## src/rtl/stt_pkg.sv

```systemverilog
// ----------------------------------------------------------------------------
// stt_pkg: shared types and tables for the source text tokenizer
// Token kinds, character codes, keyword table and the result record that
// travels from the scanner into the result queue.
// ----------------------------------------------------------------------------
package stt_pkg;

	// default settings for the top level parameters
	localparam int COUNT_BITS_DEF    = 16;
	localparam int KEYWORD_CHARS_DEF = 6;

	// result field widths
	localparam int KIND_W  = 6;
	localparam int FIELD_W = 16;

	// result queue depth
	localparam int QUEUE_DEPTH = 4;

	// token kinds
	localparam logic [KIND_W-1:0] K_DIV    = 6'd9;
	localparam logic [KIND_W-1:0] K_LT     = 6'd10;
	localparam logic [KIND_W-1:0] K_GT     = 6'd12;
	localparam logic [KIND_W-1:0] K_ASSIGN = 6'd14;
	localparam logic [KIND_W-1:0] K_BANG   = 6'd16;
	localparam logic [KIND_W-1:0] K_STRING = 6'd18;
	localparam logic [KIND_W-1:0] K_NUMBER = 6'd19;
	localparam logic [KIND_W-1:0] K_IDENT  = 6'd20;
	localparam logic [KIND_W-1:0] K_KW0    = 6'd21;
	localparam logic [KIND_W-1:0] K_ERROR  = 6'd33;

	localparam int NUM_KEYWORDS = 12;

	// character codes
	localparam logic [7:0] CH_NL     = 8'h0A;
	localparam logic [7:0] CH_QUOTE  = 8'h22;
	localparam logic [7:0] CH_LPAREN = 8'h28;
	localparam logic [7:0] CH_RPAREN = 8'h29;
	localparam logic [7:0] CH_STAR   = 8'h2A;
	localparam logic [7:0] CH_PLUS   = 8'h2B;
	localparam logic [7:0] CH_COMMA  = 8'h2C;
	localparam logic [7:0] CH_MINUS  = 8'h2D;
	localparam logic [7:0] CH_SLASH  = 8'h2F;
	localparam logic [7:0] CH_SEMI   = 8'h3B;
	localparam logic [7:0] CH_LT     = 8'h3C;
	localparam logic [7:0] CH_EQ     = 8'h3D;
	localparam logic [7:0] CH_GT     = 8'h3E;
	localparam logic [7:0] CH_BANG   = 8'h21;
	localparam logic [7:0] CH_UNDER  = 8'h5F;
	localparam logic [7:0] CH_LBRACE = 8'h7B;
	localparam logic [7:0] CH_RBRACE = 8'h7D;

	// one result record
	typedef struct packed {
		logic [KIND_W-1:0]  kind;
		logic [FIELD_W-1:0] line;
		logic [FIELD_W-1:0] start;
		logic [FIELD_W-1:0] length;
		logic               last;
	} token_t;

	// up to two results from one input transfer
	typedef struct packed {
		logic [1:0] cnt;
		token_t     r0;
		token_t     r1;
	} emit_t;

	function automatic logic is_alpha(input logic [7:0] c);
		return (c >= 8'h61 && c <= 8'h7A) || (c >= 8'h41 && c <= 8'h5A);
	endfunction

	function automatic logic is_digit(input logic [7:0] c);
		return c >= 8'h30 && c <= 8'h39;
	endfunction

	function automatic logic is_ident_start(input logic [7:0] c);
		return c == CH_UNDER || (c >= 8'h61 && c <= 8'h7A);
	endfunction

	function automatic logic is_op_char(input logic [7:0] c);
		return c == CH_LT || c == CH_GT || c == CH_EQ || c == CH_BANG;
	endfunction

	// {hit, kind} for single-character punctuation
	function automatic logic [KIND_W:0] punct_lookup(input logic [7:0] c);
		logic [KIND_W:0] r;
		case (c)
			CH_COMMA:  r = {1'b1, 6'd0};
			CH_LPAREN: r = {1'b1, 6'd1};
			CH_RPAREN: r = {1'b1, 6'd2};
			CH_LBRACE: r = {1'b1, 6'd3};
			CH_RBRACE: r = {1'b1, 6'd4};
			CH_PLUS:   r = {1'b1, 6'd5};
			CH_MINUS:  r = {1'b1, 6'd6};
			CH_STAR:   r = {1'b1, 6'd7};
			CH_SEMI:   r = {1'b1, 6'd8};
			default:   r = '0;
		endcase
		return r;
	endfunction

	// kind of a lone operator character
	function automatic logic [KIND_W-1:0] op_base(input logic [7:0] c);
		logic [KIND_W-1:0] k;
		case (c)
			CH_LT:   k = K_LT;
			CH_GT:   k = K_GT;
			CH_EQ:   k = K_ASSIGN;
			default: k = K_BANG;
		endcase
		return k;
	endfunction

	// keyword text, packed with the first letter in the most significant byte
	function automatic logic [63:0] kw_packed(input int k);
		logic [63:0] p;
		case (k)
			0:       p = 64'h0000_0000_0076_6172; // var
			1:       p = 64'h0000_0000_6675_6e63; // func
			2:       p = 64'h0000_0000_0000_6966; // if
			3:       p = 64'h0000_0000_656c_6966; // elif
			4:       p = 64'h0000_0000_656c_7365; // else
			5:       p = 64'h0000_0000_0066_6f72; // for
			6:       p = 64'h0000_0077_6869_6c65; // while
			7:       p = 64'h0000_0000_7472_7565; // true
			8:       p = 64'h0000_0066_616c_7365; // false
			9:       p = 64'h0000_0070_7269_6e74; // print
			10:      p = 64'h0000_0063_6c61_7373; // class
			11:      p = 64'h0000_7265_7475_726e; // return
			default: p = '0;
		endcase
		return p;
	endfunction

	function automatic logic [3:0] kw_len(input int k);
		logic [3:0] n;
		case (k)
			0, 5:             n = 4'd3;
			1, 3, 4, 7:       n = 4'd4;
			2:                n = 4'd2;
			6, 8, 9, 10:      n = 4'd5;
			11:               n = 4'd6;
			default:          n = 4'd0;
		endcase
		return n;
	endfunction

endpackage

```

## src/rtl/stt_scan.sv

```systemverilog
// ----------------------------------------------------------------------------
// stt_scan: front end scanner
// Classifies one source byte per transfer, keeps the pending token and
// produces up to two result records for the result queue.
// ----------------------------------------------------------------------------
module stt_scan #(
	parameter int COUNT_BITS    = stt_pkg::COUNT_BITS_DEF,
	parameter int KEYWORD_CHARS = stt_pkg::KEYWORD_CHARS_DEF
) (
	input  logic           clk,
	input  logic           arst_n,
	input  logic           accept,
	input  logic [7:0]     char_code,
	input  logic           end_of_text,
	output stt_pkg::emit_t emit
);
	import stt_pkg::*;

	localparam int WIN_W = KEYWORD_CHARS * 8;
	localparam logic [COUNT_BITS-1:0] COUNT_MAX = {COUNT_BITS{1'b1}};

	typedef enum logic [6:0] {
		M_IDLE    = 7'b0000001,
		M_OP      = 7'b0000010,
		M_SLASH   = 7'b0000100,
		M_COMMENT = 7'b0001000,
		M_STRING  = 7'b0010000,
		M_NUMBER  = 7'b0100000,
		M_IDENT   = 7'b1000000
	} mode_t;

	mode_t                  mode_q, mode_d;
	logic [COUNT_BITS-1:0]  line_q, line_d;
	logic [COUNT_BITS-1:0]  pos_q, pos_d;
	logic [COUNT_BITS-1:0]  tstart_q, tstart_d;
	logic [COUNT_BITS-1:0]  tlen_q, tlen_d;
	logic [WIN_W-1:0]       win_q, win_d;

	logic [KIND_W-1:0]      ident_kind;
	logic                   kw_hit;
	logic                   flush_v;
	logic [KIND_W-1:0]      flush_kind;
	logic [COUNT_BITS-1:0]  flush_len;
	logic                   first_v, second_v;
	logic [KIND_W-1:0]      first_kind, second_kind;
	logic [COUNT_BITS-1:0]  first_len;
	logic                   do_flush, do_start;
	logic [KIND_W:0]        punct;
	token_t                 first_tok, second_tok;

	function automatic logic [COUNT_BITS-1:0] sat_inc(input logic [COUNT_BITS-1:0] x);
		return (x == COUNT_MAX) ? x : x + 1'b1;
	endfunction

	// keyword match over the window, each keyword compared on its own
	always_comb begin
		kw_hit     = 1'b0;
		ident_kind = K_IDENT;
		for (int k = 0; k < NUM_KEYWORDS; k++) begin
			if (!kw_hit && tlen_q == COUNT_BITS'(kw_len(k)) &&
			    int'(kw_len(k)) <= KEYWORD_CHARS && 64'(win_q) == kw_packed(k)) begin
				kw_hit     = 1'b1;
				ident_kind = KIND_W'(int'(K_KW0) + k);
			end
		end
	end

	// token that a flush of the pending mode gives
	always_comb begin
		flush_v    = 1'b1;
		flush_kind = K_IDENT;
		flush_len  = tlen_q;
		case (mode_q)
			M_OP: begin
				flush_kind = op_base(win_q[7:0]);
				flush_len  = COUNT_BITS'(1);
			end
			M_SLASH: begin
				flush_kind = K_DIV;
				flush_len  = COUNT_BITS'(1);
			end
			M_STRING: flush_kind = K_ERROR;
			M_NUMBER: flush_kind = K_NUMBER;
			M_IDENT:  flush_kind = ident_kind;
			default:  flush_v = 1'b0;
		endcase
	end

	assign punct = punct_lookup(char_code);

	// next state and results of one transfer
	always_comb begin
		mode_d      = mode_q;
		line_d      = line_q;
		pos_d       = pos_q;
		tstart_d    = tstart_q;
		tlen_d      = tlen_q;
		win_d       = win_q;
		do_flush    = 1'b0;
		do_start    = 1'b0;
		first_v     = 1'b0;
		first_kind  = flush_kind;
		first_len   = flush_len;
		second_v    = 1'b0;
		second_kind = punct[KIND_W-1:0];

		if (end_of_text) begin
			do_flush = 1'b1;
			mode_d   = M_IDLE;
		end else begin
			pos_d = sat_inc(pos_q);
			case (mode_q)
				M_OP: begin
					if (char_code == CH_EQ) begin
						first_v    = 1'b1;
						first_kind = KIND_W'(op_base(win_q[7:0]) + 6'd1);
						first_len  = COUNT_BITS'(2);
						mode_d     = M_IDLE;
					end else begin
						do_flush = 1'b1;
						do_start = 1'b1;
					end
				end
				M_SLASH: begin
					if (char_code == CH_SLASH) begin
						mode_d = M_COMMENT;
					end else begin
						do_flush = 1'b1;
						do_start = 1'b1;
					end
				end
				M_COMMENT: begin
					if (char_code == CH_NL) begin
						do_start = 1'b1;
					end
				end
				M_STRING: begin
					if (char_code == CH_QUOTE) begin
						first_v    = 1'b1;
						first_kind = K_STRING;
						first_len  = tlen_q;
						mode_d     = M_IDLE;
					end else if (is_alpha(char_code)) begin
						tlen_d = sat_inc(tlen_q);
					end else begin
						do_flush = 1'b1;
						do_start = 1'b1;
					end
				end
				M_NUMBER: begin
					if (is_digit(char_code)) begin
						tlen_d = sat_inc(tlen_q);
					end else begin
						do_flush = 1'b1;
						do_start = 1'b1;
					end
				end
				M_IDENT: begin
					if (is_alpha(char_code)) begin
						tlen_d = sat_inc(tlen_q);
						win_d  = {win_q[WIN_W-9:0], char_code};
					end else begin
						do_flush = 1'b1;
						do_start = 1'b1;
					end
				end
				default: begin
					do_start = 1'b1;
				end
			endcase
		end

		if (do_flush && flush_v) begin
			first_v = 1'b1;
		end

		// scan the byte as the start of a new token
		if (do_start) begin
			mode_d = M_IDLE;
			if (punct[KIND_W]) begin
				second_v = 1'b1;
			end else begin
				tstart_d = pos_q;
				tlen_d   = COUNT_BITS'(1);
				if (char_code == CH_SLASH) begin
					mode_d = M_SLASH;
				end else if (is_op_char(char_code)) begin
					mode_d = M_OP;
					win_d  = WIN_W'(char_code);
				end else if (char_code == CH_QUOTE) begin
					mode_d   = M_STRING;
					tstart_d = sat_inc(pos_q);
					tlen_d   = '0;
				end else if (is_ident_start(char_code)) begin
					mode_d = M_IDENT;
					win_d  = WIN_W'(char_code);
				end else if (is_digit(char_code)) begin
					mode_d = M_NUMBER;
				end else if (char_code == CH_NL) begin
					line_d = sat_inc(line_q);
				end
			end
		end
	end

	// result records
	always_comb begin
		first_tok.kind    = first_kind;
		first_tok.line    = FIELD_W'(line_q);
		first_tok.start   = FIELD_W'(tstart_q);
		first_tok.length  = FIELD_W'(first_len);
		first_tok.last    = !second_v;
		second_tok.kind   = second_kind;
		second_tok.line   = FIELD_W'(line_q);
		second_tok.start  = FIELD_W'(pos_q);
		second_tok.length = FIELD_W'(1);
		second_tok.last   = 1'b1;

		emit.r0  = first_v ? first_tok : second_tok;
		emit.r1  = second_tok;
		emit.cnt = accept ? (2'(first_v) + 2'(second_v)) : 2'd0;
	end

	// scanner state
	always_ff @(posedge clk or negedge arst_n) begin
		if (!arst_n) begin
			mode_q   <= M_IDLE;
			line_q   <= '0;
			pos_q    <= '0;
			tstart_q <= '0;
			tlen_q   <= '0;
			win_q    <= '0;
		end else if (accept) begin
			mode_q   <= mode_d;
			line_q   <= line_d;
			pos_q    <= pos_d;
			tstart_q <= tstart_d;
			tlen_q   <= tlen_d;
			win_q    <= win_d;
		end
	end

	// end of text always leaves the scanner with nothing pending
	assert property (@(posedge clk) disable iff (!arst_n)
		arst_n && accept && end_of_text |=> mode_q == M_IDLE && $stable(pos_q))
	else $error("scanner not idle after end of text");

	// each source byte advances the position by one until it saturates
	assert property (@(posedge clk) disable iff (!arst_n)
		arst_n && accept && !end_of_text && pos_q != COUNT_MAX
		|=> pos_q == COUNT_BITS'($past(pos_q) + 1'b1))
	else $error("byte position did not advance");

	// only the final record of a transfer carries the last mark
	assert property (@(posedge clk) disable iff (!arst_n)
		(emit.cnt == 2'd2 |-> emit.r1.last && !emit.r0.last) and
		(emit.cnt == 2'd1 |-> emit.r0.last))
	else $error("last mark misplaced");

endmodule

```

## src/rtl/stt_queue.sv

```systemverilog
// ----------------------------------------------------------------------------
// stt_queue: result queue and output stage
// Takes up to two result records per cycle from the scanner and hands them
// out one at a time, oldest first.
// ----------------------------------------------------------------------------
module stt_queue (
	input  logic            clk,
	input  logic            arst_n,
	input  stt_pkg::emit_t  emit,
	input  logic            rd,
	output stt_pkg::token_t head,
	output logic            empty,
	output logic            room2
);
	import stt_pkg::*;

	localparam int PTR_W = $clog2(QUEUE_DEPTH);
	localparam int CNT_W = $clog2(QUEUE_DEPTH + 1);

	token_t             mem [QUEUE_DEPTH];
	logic [PTR_W-1:0]   wptr_q, rptr_q;
	logic [CNT_W-1:0]   count_q;
	logic [1:0]         wr_n;
	logic               pop_ok;

	assign wr_n   = emit.cnt;
	assign empty  = (count_q == '0);
	assign room2  = (count_q <= CNT_W'(QUEUE_DEPTH - 2));
	assign pop_ok = rd && !empty;
	assign head   = mem[rptr_q];

	// storage writes, one or two per cycle
	always_ff @(posedge clk) begin
		if (wr_n != 2'd0) begin
			mem[wptr_q] <= emit.r0;
		end
		if (wr_n == 2'd2) begin
			mem[PTR_W'(wptr_q + 1'b1)] <= emit.r1;
		end
	end

	// pointers and fill count
	always_ff @(posedge clk or negedge arst_n) begin
		if (!arst_n) begin
			wptr_q  <= '0;
			rptr_q  <= '0;
			count_q <= '0;
		end else begin
			wptr_q  <= PTR_W'(wptr_q + PTR_W'(wr_n));
			rptr_q  <= PTR_W'(rptr_q + PTR_W'(pop_ok));
			count_q <= CNT_W'(count_q + CNT_W'(wr_n) - CNT_W'(pop_ok));
		end
	end

	// fill count never passes the depth
	assert property (@(posedge clk) disable iff (!arst_n)
		count_q <= CNT_W'(QUEUE_DEPTH))
	else $error("result queue overflow");

	// fill count follows the writes and reads of the previous cycle
	assert property (@(posedge clk) disable iff (!arst_n)
		arst_n |=> count_q == CNT_W'($past(count_q) + CNT_W'($past(wr_n))
			- CNT_W'($past(pop_ok))))
	else $error("result queue count mismatch");

	// pointer distance agrees with the fill count
	assert property (@(posedge clk) disable iff (!arst_n)
		PTR_W'(wptr_q - rptr_q) == PTR_W'(count_q))
	else $error("result queue pointers out of step");

endmodule

```

## src/rtl/source_text_tokenizer.sv

```systemverilog
// ----------------------------------------------------------------------------
// source_text_tokenizer: streaming tokenizer for source text
// Turns a byte stream into tokens with kind, line, start offset and length.
// ----------------------------------------------------------------------------
// The block takes one source byte (or an end-of-text mark) per cycle while full
// is low and scans it in the same cycle; each transfer yields zero, one or two
// tokens, which go into a four-entry result queue and leave at one per cycle
// through the empty/pop side. full rises when the queue has fewer than two
// free entries, so the sustained input rate is one byte per cycle as long as
// tokens are popped at least as fast as they are made; two-token bytes and a
// slow reader are what hold the input back. With the queue empty, a result
// appears on the output ports in the cycle after the byte that caused it was taken.
module source_text_tokenizer #(
	parameter int COUNT_BITS    = stt_pkg::COUNT_BITS_DEF,
	parameter int KEYWORD_CHARS = stt_pkg::KEYWORD_CHARS_DEF
) (
	input  logic        clk,
	input  logic        arst_n,
	input  logic        push,
	output logic        full,
	input  logic [7:0]  char_code,
	input  logic        end_of_text,
	output logic        empty,
	input  logic        pop,
	output logic [5:0]  token_kind,
	output logic [15:0] line_number,
	output logic [15:0] start_offset,
	output logic [15:0] text_length,
	output logic        last_in_run
);
	import stt_pkg::*;

	emit_t  emit;
	token_t head;
	logic   room2;
	logic   accept;

	// input transfer
	assign full   = !room2;
	assign accept = push && room2;

	// front end scanner
	stt_scan #(
		.COUNT_BITS    (COUNT_BITS),
		.KEYWORD_CHARS (KEYWORD_CHARS)
	) u_scan (
		.clk         (clk),
		.arst_n      (arst_n),
		.accept      (accept),
		.char_code   (char_code),
		.end_of_text (end_of_text),
		.emit        (emit)
	);

	// result queue
	stt_queue u_queue (
		.clk    (clk),
		.arst_n (arst_n),
		.emit   (emit),
		.rd     (pop),
		.head   (head),
		.empty  (empty),
		.room2  (room2)
	);

	// result ports
	assign token_kind   = head.kind;
	assign line_number  = head.line;
	assign start_offset = head.start;
	assign text_length  = head.length;
	assign last_in_run  = head.last;

endmodule
```

## config.mk

```make
export PLATFORM = sky130hd
export DESIGN_NAME = source_text_tokenizer
export DESIGN_NICKNAME = d
export VERILOG_FILES = /design/src/rtl/stt_pkg.sv /design/src/rtl/stt_scan.sv /design/src/rtl/stt_queue.sv /design/src/rtl/source_text_tokenizer.sv
export SDC_FILE = /design/constraint.sdc
export NUM_CORES = 1
export LEC_CHECK = 0
export BUFFER_PORTS_ARGS = -buffer_cell sky130_fd_sc_hd__buf_2
export CORE_MARGIN = 3
export CORE_UTILIZATION = 29
export DETAILED_ROUTE_END_ITERATION = 7
export SKIP_LAST_GASP = 1
export SLEW_MARGIN = 20
export SYNTH_ARGS = -nofsm -noshare
export SYNTH_HDL_FRONTEND = slang
export SYNTH_SLANG_ARGS = --single-unit
```

## constraint.sdc

```tcl
create_clock -name clk -period 7.92 [get_ports clk]
set_input_delay 0.792 -clock clk [delete_from_list [all_inputs] [get_ports clk]]
set_output_delay 0.792 -clock clk [all_outputs]
set_load 0.01 [all_outputs]
```

==> Word level (Yosys, flattened, before mapping) <==
Memories as Yosys holds them, arrays and structs flattened.
Cells that the tools add are included.
{ "totals": {"ff_bits": 126, "ram_bits": 220, "input_bits": 13, "elab_cells": 240, "mem_count": 1} }
{ "classes": {"n_addsub": 10, "order_cmp": 7, "n_eq_ne": 50, "mux": 98, "bitwise_logic": 8, "n_reduce_logical": 57} }
{ "mem_list": {"columns": ["memory", "words", "word_bits", "rd", "rd_clocked_by_memory_dff", "wr", "line", "text"], "rows": [
  ["u_queue.mem", 4, 55, 1, 0, 2, "stt_queue.sv:20", "token_t mem [QUEUE_DEPTH];"]
]} }
{ "ops": {"columns": ["operator", "count"], "rows": [
  ["$mux 48", 9],
  ["$mux 16", 17],
  ["$eq 48x31->1 const B", 4],
  ["$eq 48x39->1 const B", 4],
  ["$eq 8x6->1 const B", 16],
  ["$mux 6", 18],
  ["$eq 48x23->1 const B", 2],
  ["$mux 7", 10],
  ["$pmux 7 s9", 1],
  ["$mux 55", 1],
  ["$add 16x1->16 const B", 3],
  ["$eq 16x16->1 const B", 3],
  ["$eq 16x3->1 const B", 3],
  ["$eq 48x15->1 const B", 1],
  ["$eq 48x47->1 const B", 1],
  ["$pmux 16 s3", 1],
  ["$eq 16x2->1 const B", 2],
  ["$mux 1", 32],
  ["$pmux 16 s2", 1],
  ["$pmux 6 s5", 1],
  ["$logic_and 1x1->1", 29],
  ["$eq 8x7->1 const B", 3],
  ["$pmux 7 s3", 1],
  ["$ge 8x7->1 const B", 2],
  ["38 further kinds", 65]
]} }

==> Depth between registers and ports, before layout <==
{ "depth": {"word_depth": 52, "depth_mapped": 21, "ltp_nobuf": 15} }

==> Hierarchy <==
Synthesis repeated with hierarchy kept, for this count alone.
{ "unflattened": {"hier_cells": 1482, "area_unflattened_um2": 19182.1} }
{ "by_module_without_submodules": {"columns": ["mod", "instances", "cells_per_inst", "area_each_um2", "seq_area_each_um2"], "rows": [
  ["stt_queue", 1, 571, 11429.7, 6781.5],
  ["stt_scan", 1, 909, 7742.4, 2979.1],
  ["source_text_tokenizer", 1, 2, 10.0, 0.0]
]} }

==> Least setup slack after synthesis <==
Ideal clock, no wire load.
{ "synth_path": {"path_type": "input -> register", "startpoint": "input port char_code[2]", "endpoint": "memory u_queue.mem[1][17] (netlist name), enable pin", "arrival_time_ns": 5.320, "t_required_ns": 7.508, "slack_ns": 2.188, "stages": 19, "n_path_buf": 6, "cell_sequence": "buf_2 -> nor4_4 -> and3_1 -> clkbuf_1 -> o21ai_0 -> a21oi_1 -> clkbuf_1 -> nand2_1 -> and3_1 -> ha_1 -> nor2_1 -> nor2_1 -> nand2_1 -> or2_2 -> buf_1 -> and2_1 -> clkbuf_1 -> inv_1 -> clkbuf_1"} }
{ "synth_rtl": {"columns": ["element", "line", "text"], "rows": [
  ["from (decl)", "source_text_tokenizer.sv:21", "input logic [7:0] char_code,"],
  ["to (decl)", "stt_queue.sv:20", null]
]} }

==> results.env <==
FILLCELLCOUNT=5821
DP_HPWL_MM=29.87
CTS.REPORTEDPATHS.CLKPINSLEW_NS=0.06
GLOBAL_ROUTE_WIRE_LENGTH_BEFORE_REPAIR_MM=71.37
TIMING.HOLD.WS_NS=0.2255
FIN_WORST_SKEW_NS=0.02479
SYNTH_AREA_PER_CELL_SQ_UM=11.24
GRT_ANTENNA_BEFORE_REPAIR=3
WORSTPATHREQUIRED_NS=8.20
ROUTE.VIAS.TOTAL=12404
NETS=1546
WORST_SLEW_MARGIN_REL_PCT=26.05
DRT-WIRELENGTH-PER-CELL_UM=19.70
SEQ_AREA_FRAC_SYNTH_PCT=52.84
MAX_CAP_VIOL_COUNT=0
CHIPWIDTH_UM=248.4
POST_SYNTH_MAIN_AREA_CONTRIBUTORS='sky130_fd_sc_hd__edfxtp_1 25%, sky130_fd_sc_hd__dfrtp_1 18%, sky130_fd_sc_hd__dfxtp_1 8.9%'
CTS_BUFFERS=39
MAPPEDNETLISTNETS=1542
SYNTH_LARGEST_AREA_CELL='sky130_fd_sc_hd__edfxtp_1'
FLOORPLAN.IO_PINS=70
SYNTHESIS.YOSYS.WARNINGS=0
FINAL_MAX_SLEW_VIOL_COUNT=0
CLK_ROOT_BUFFER_CELL='sky130_fd_sc_hd__clkbuf_16'
CRITICAL_PATH.MAX_STAGE_DELAY_NS=0.92
ANTENNA_VIOLATING_NETS_POST_ROUTE=0
DIE_Y_UM=248.4
GLOBALROUTETOTALUTIL_PCT=14.70
DETAIL_ROUTE.WIRELENGTH_MM=45.58
NUMBER_OF_FLIP_FLOPS_AND_LATCHES_IN_THE_SYNTHESIZED_NETLIST=346
GRT-OVFL-TOTAL=0
STATUS='completed'
CRITICAL_PATH_ARRIVAL_NS=6.45
INITIALDRTVIOLATIONCOUNT=1181
FMAX_GHz=0.1622
ROUTE.DETAILED.DRC=0
VIASPERCELL=5.360
NUMBER_OF_GLOBAL_ROUTE_VIAS_BEFORE_REPAIR=12203
CTS_REPAIR_RESIZE_COUNT=0
AREA_OF_COMBINATIONAL_CELLS_WITH_MULTIPLE_INPUTS_SQ_UM=7436
HOLDBUFCOUNTCTS=0
HOLDCRITPATHCLASS='input port to asynchronous set/reset pin'
CRIT_TOP_CELL='sky130_fd_sc_hd__and2_1'
HTREE_LEVELS=2
PERIOD_NEEDED_NS=6.165
ANT_CELLS=0
POWER_DENSITY_RELATIVE_TO_CELL_AREA_nW_PER_UM2=243.3
GRT_MAX_DEGREE=83
LAYOUT.AREA.SEQ_SQ_UM=9005
VDD.IR_DROP.WORST_V=0.0001656
SETUP.WORST_PATH.END_CLASS='flop'
CORE.ROWCOUNT=88
CRIT_CHAIN='or4_4, or4b_4, nor4_2, nor4_1, a21o_1, inv_2, ha_1, nor2_1, or4_1, and2_1, clkinv_2, and2_1'
DESIGN.DIE.AREA_SQ_UM=61680
FINAL-HOLD-VIOLATION-COUNT=0
POST_SYNTH_EDFFS=144
CLOCK_SINK_COUNT=346
SETUP_TOTAL_NEGATIVE_SLACK_NS=0
SYNTH.MOST_COMMON_CELL='sky130_fd_sc_hd__nand2_1'
TRITONCTS='yes'
SETUP_VIOL=0
CRITPATHLAUNCHTYPE='flop'
LEAKAGEPOWER_uW=0.007162
SYNTH_ASYNC_SR_FLOP_SHARE_PCT=36.42
SYNTH_CELL_TYPES=79
POST_CTS.REPAIR.SETUP_BUFFERS=0
UNREPAIRED_SETUP_ENDPOINTS_AFTER_GLOBAL_ROUTING='no'
INITIAL_CORE_UTIL_PCT=29.41
TOTAL_POWER_uW=4677
AREA_SHARE_OF_THE_LEADING_CELL_TYPE_IN_THE_SYNTHESIZED_NETLIST_PCT=25.39
DRIVE_GT1_SHARE_PCT=15.36
CRITICAL_PATH.MAX_FANOUT=52
IO_BUFFER_COUNT=69
MAX_SLEW.WORST_PIN.SLEW_NS=1.109
MAX-CLOCK-PATH-BUFFERS=3
CORE_REGION_AREA_SQ_UM=57920
AREA.GROWTH.SYNTH_TO_FINAL_PCT=12.88
CRITPATHKIND='flop to flop'
LATER_PIN_CLOCK_LATENCY_IN_THE_SKEW_REPORT_NS=0.54
GPL.FINAL_WEIGHTED_CONGESTION=0.9091
CRITICAL-PATH-SLOWEST-CELL='sky130_fd_sc_hd__clkinv_2'
DRT_PASS1_ITERATIONS=6
SYN-CELL-AREA_SQ_UM=17030
PERIOD_SHARE_PCT=77.84
R2R_SLACK_NS=1.76
SYN_INST=1515
YS_DOMINANT_REG_CELL='sky130_fd_sc_hd__edfxtp_1'
SYNTH_COMMON_CELLS='175 x sky130_fd_sc_hd__nand2_1, 144 x sky130_fd_sc_hd__edfxtp_1, 125 x sky130_fd_sc_hd__dfrtp_1, 111 x sky130_fd_sc_hd__o21ai_0, 83 x sky130_fd_sc_hd__clkbuf_1'
flip-flops by register name (all words and copies together), names as in the netlist:
name,cells
u_queue.wptr_q,2
u_scan.tstart_q,16
u_scan.pos_q,16
u_scan.line_q,16
u_scan.win_q,48
u_queue.count_q,3
u_scan.mode_q,7
u_queue.rptr_q,2
u_queue.mem,220
u_scan.tlen_q,16
metrics by stage:
| step | util [%] | cell area [sq um] | setup slack (ns) | std cells |
|---|---|---|---|---|
| after floorplan | - | 17030 | 2.188 | 1515 |
| after global placement | 31.03 | 17970 | 1.793 | 2242 |
| after detailed placement | 31.03 | 17970 | 1.668 | 2242 |
| after CTS | 33.18 | 19220 | 2.180 | 2313 |
| after global routing | 33.20 | 19230 | 1.402 | 2314 |
| final | 33.20 | 19230 | 1.755 | 2314 |
area by class of cell:
cell class | instances | area share (%)
Sequential cell | 346 | 46.83
Multi-Input combinational cell | 1018 | 38.67
Clock buffer | 46 | 5.317
Tap cell | 765 | 4.978
Timing Repair Buffer | 85 | 2.453
Clock inverter | 25 | 1.171
Inverter | 29 | 0.5727
worst max-delay path, delay by kind of cell, from the launching register on:
family	cells	cell delay, ns
flip-flops	1	0.50
AND/OR/NAND/NOR	8	3.37
buffers and inverters	2	1.25
AO/OA/AOI/OAI	1	0.39
adder cells (fa/ha/maj)	1	0.32
power breakdown:
| part | total [uW] | internal (uW) | switching (uW) |
|---|---|---|---|
| sequential | 2070 | 1920 | 148 |
| combinational | 841 | 396 | 445 |
| clock | 1770 | 1030 | 744 |
| total | 4680 | 3340 | 1340 |
cell usage in the layout, fill, tap and decap left out, drive strengths merged, types with 13 or more instances in the layout:
| cell | synthesis | final |
|---|---|---|
| a32o | 59 | 59 |
| dfrtp | 125 | 125 |
| o21ai | 118 | 118 |
| dfxtp | 76 | 76 |
| nand3 | 33 | 33 |
| nor2 | 62 | 62 |
| nor2b | 26 | 26 |
| nand2 | 176 | 176 |
| mux4 | 55 | 55 |
| o22ai | 16 | 16 |
| clkinv | 0 | 18 |
| inv | 29 | 30 |
| and3 | 29 | 29 |
| edfxtp | 144 | 144 |
| clkbuf | 83 | 47 |
| nand4 | 36 | 36 |
| ha | 13 | 13 |
| buf | 39 | 84 |
| nor4 | 25 | 25 |
| a21oi | 29 | 29 |
| and2 | 58 | 58 |
| nor3 | 26 | 26 |
| a22o | 64 | 64 |
| xnor2 | 24 | 24 |
| xor2 | 19 | 19 |
metal layers:
metal  routed length [um]  GRT usage (%)  vias to the layer above
li1                     -              -                     5731
met1                19490          19.25                     6193
met2                22240          25.11                      383
met3                 2785          2.583                       93
met4                 1025          3.942                        4
met5                   31              0                        -
worst paths after layout:
path | from | to | cells past startpoint
min in group clk | u_queue.mem[3][54] | u_queue.mem[3][54] | 2
worst max register to register | u_scan.mode_q[4] | u_queue.mem[0][38] | 12
worst max-delay path | u_scan.mode_q[4] | u_queue.mem[0][38] | 12
worst min-delay path | arst_n | u_scan.win_q[47] | 1
max in group asynchronous | arst_n | u_scan.line_q[6] | 2
worst min register to register | u_queue.mem[3][54] | u_queue.mem[3][54] | 2
logic make-up after synthesis:
group	after synthesis	share of synthesized area [%]
AND/OR/NAND/NOR	551	17.45
XOR/XNOR	43	2.211
adder cells (fa/ha/maj)	14	1.073
flip-flops	346	52.84
buffers and inverters	151	3.776
multiplexers	71	8.301
AO/OA/AOI/OAI	339	14.35
Power figures use the tool's default switching activity.
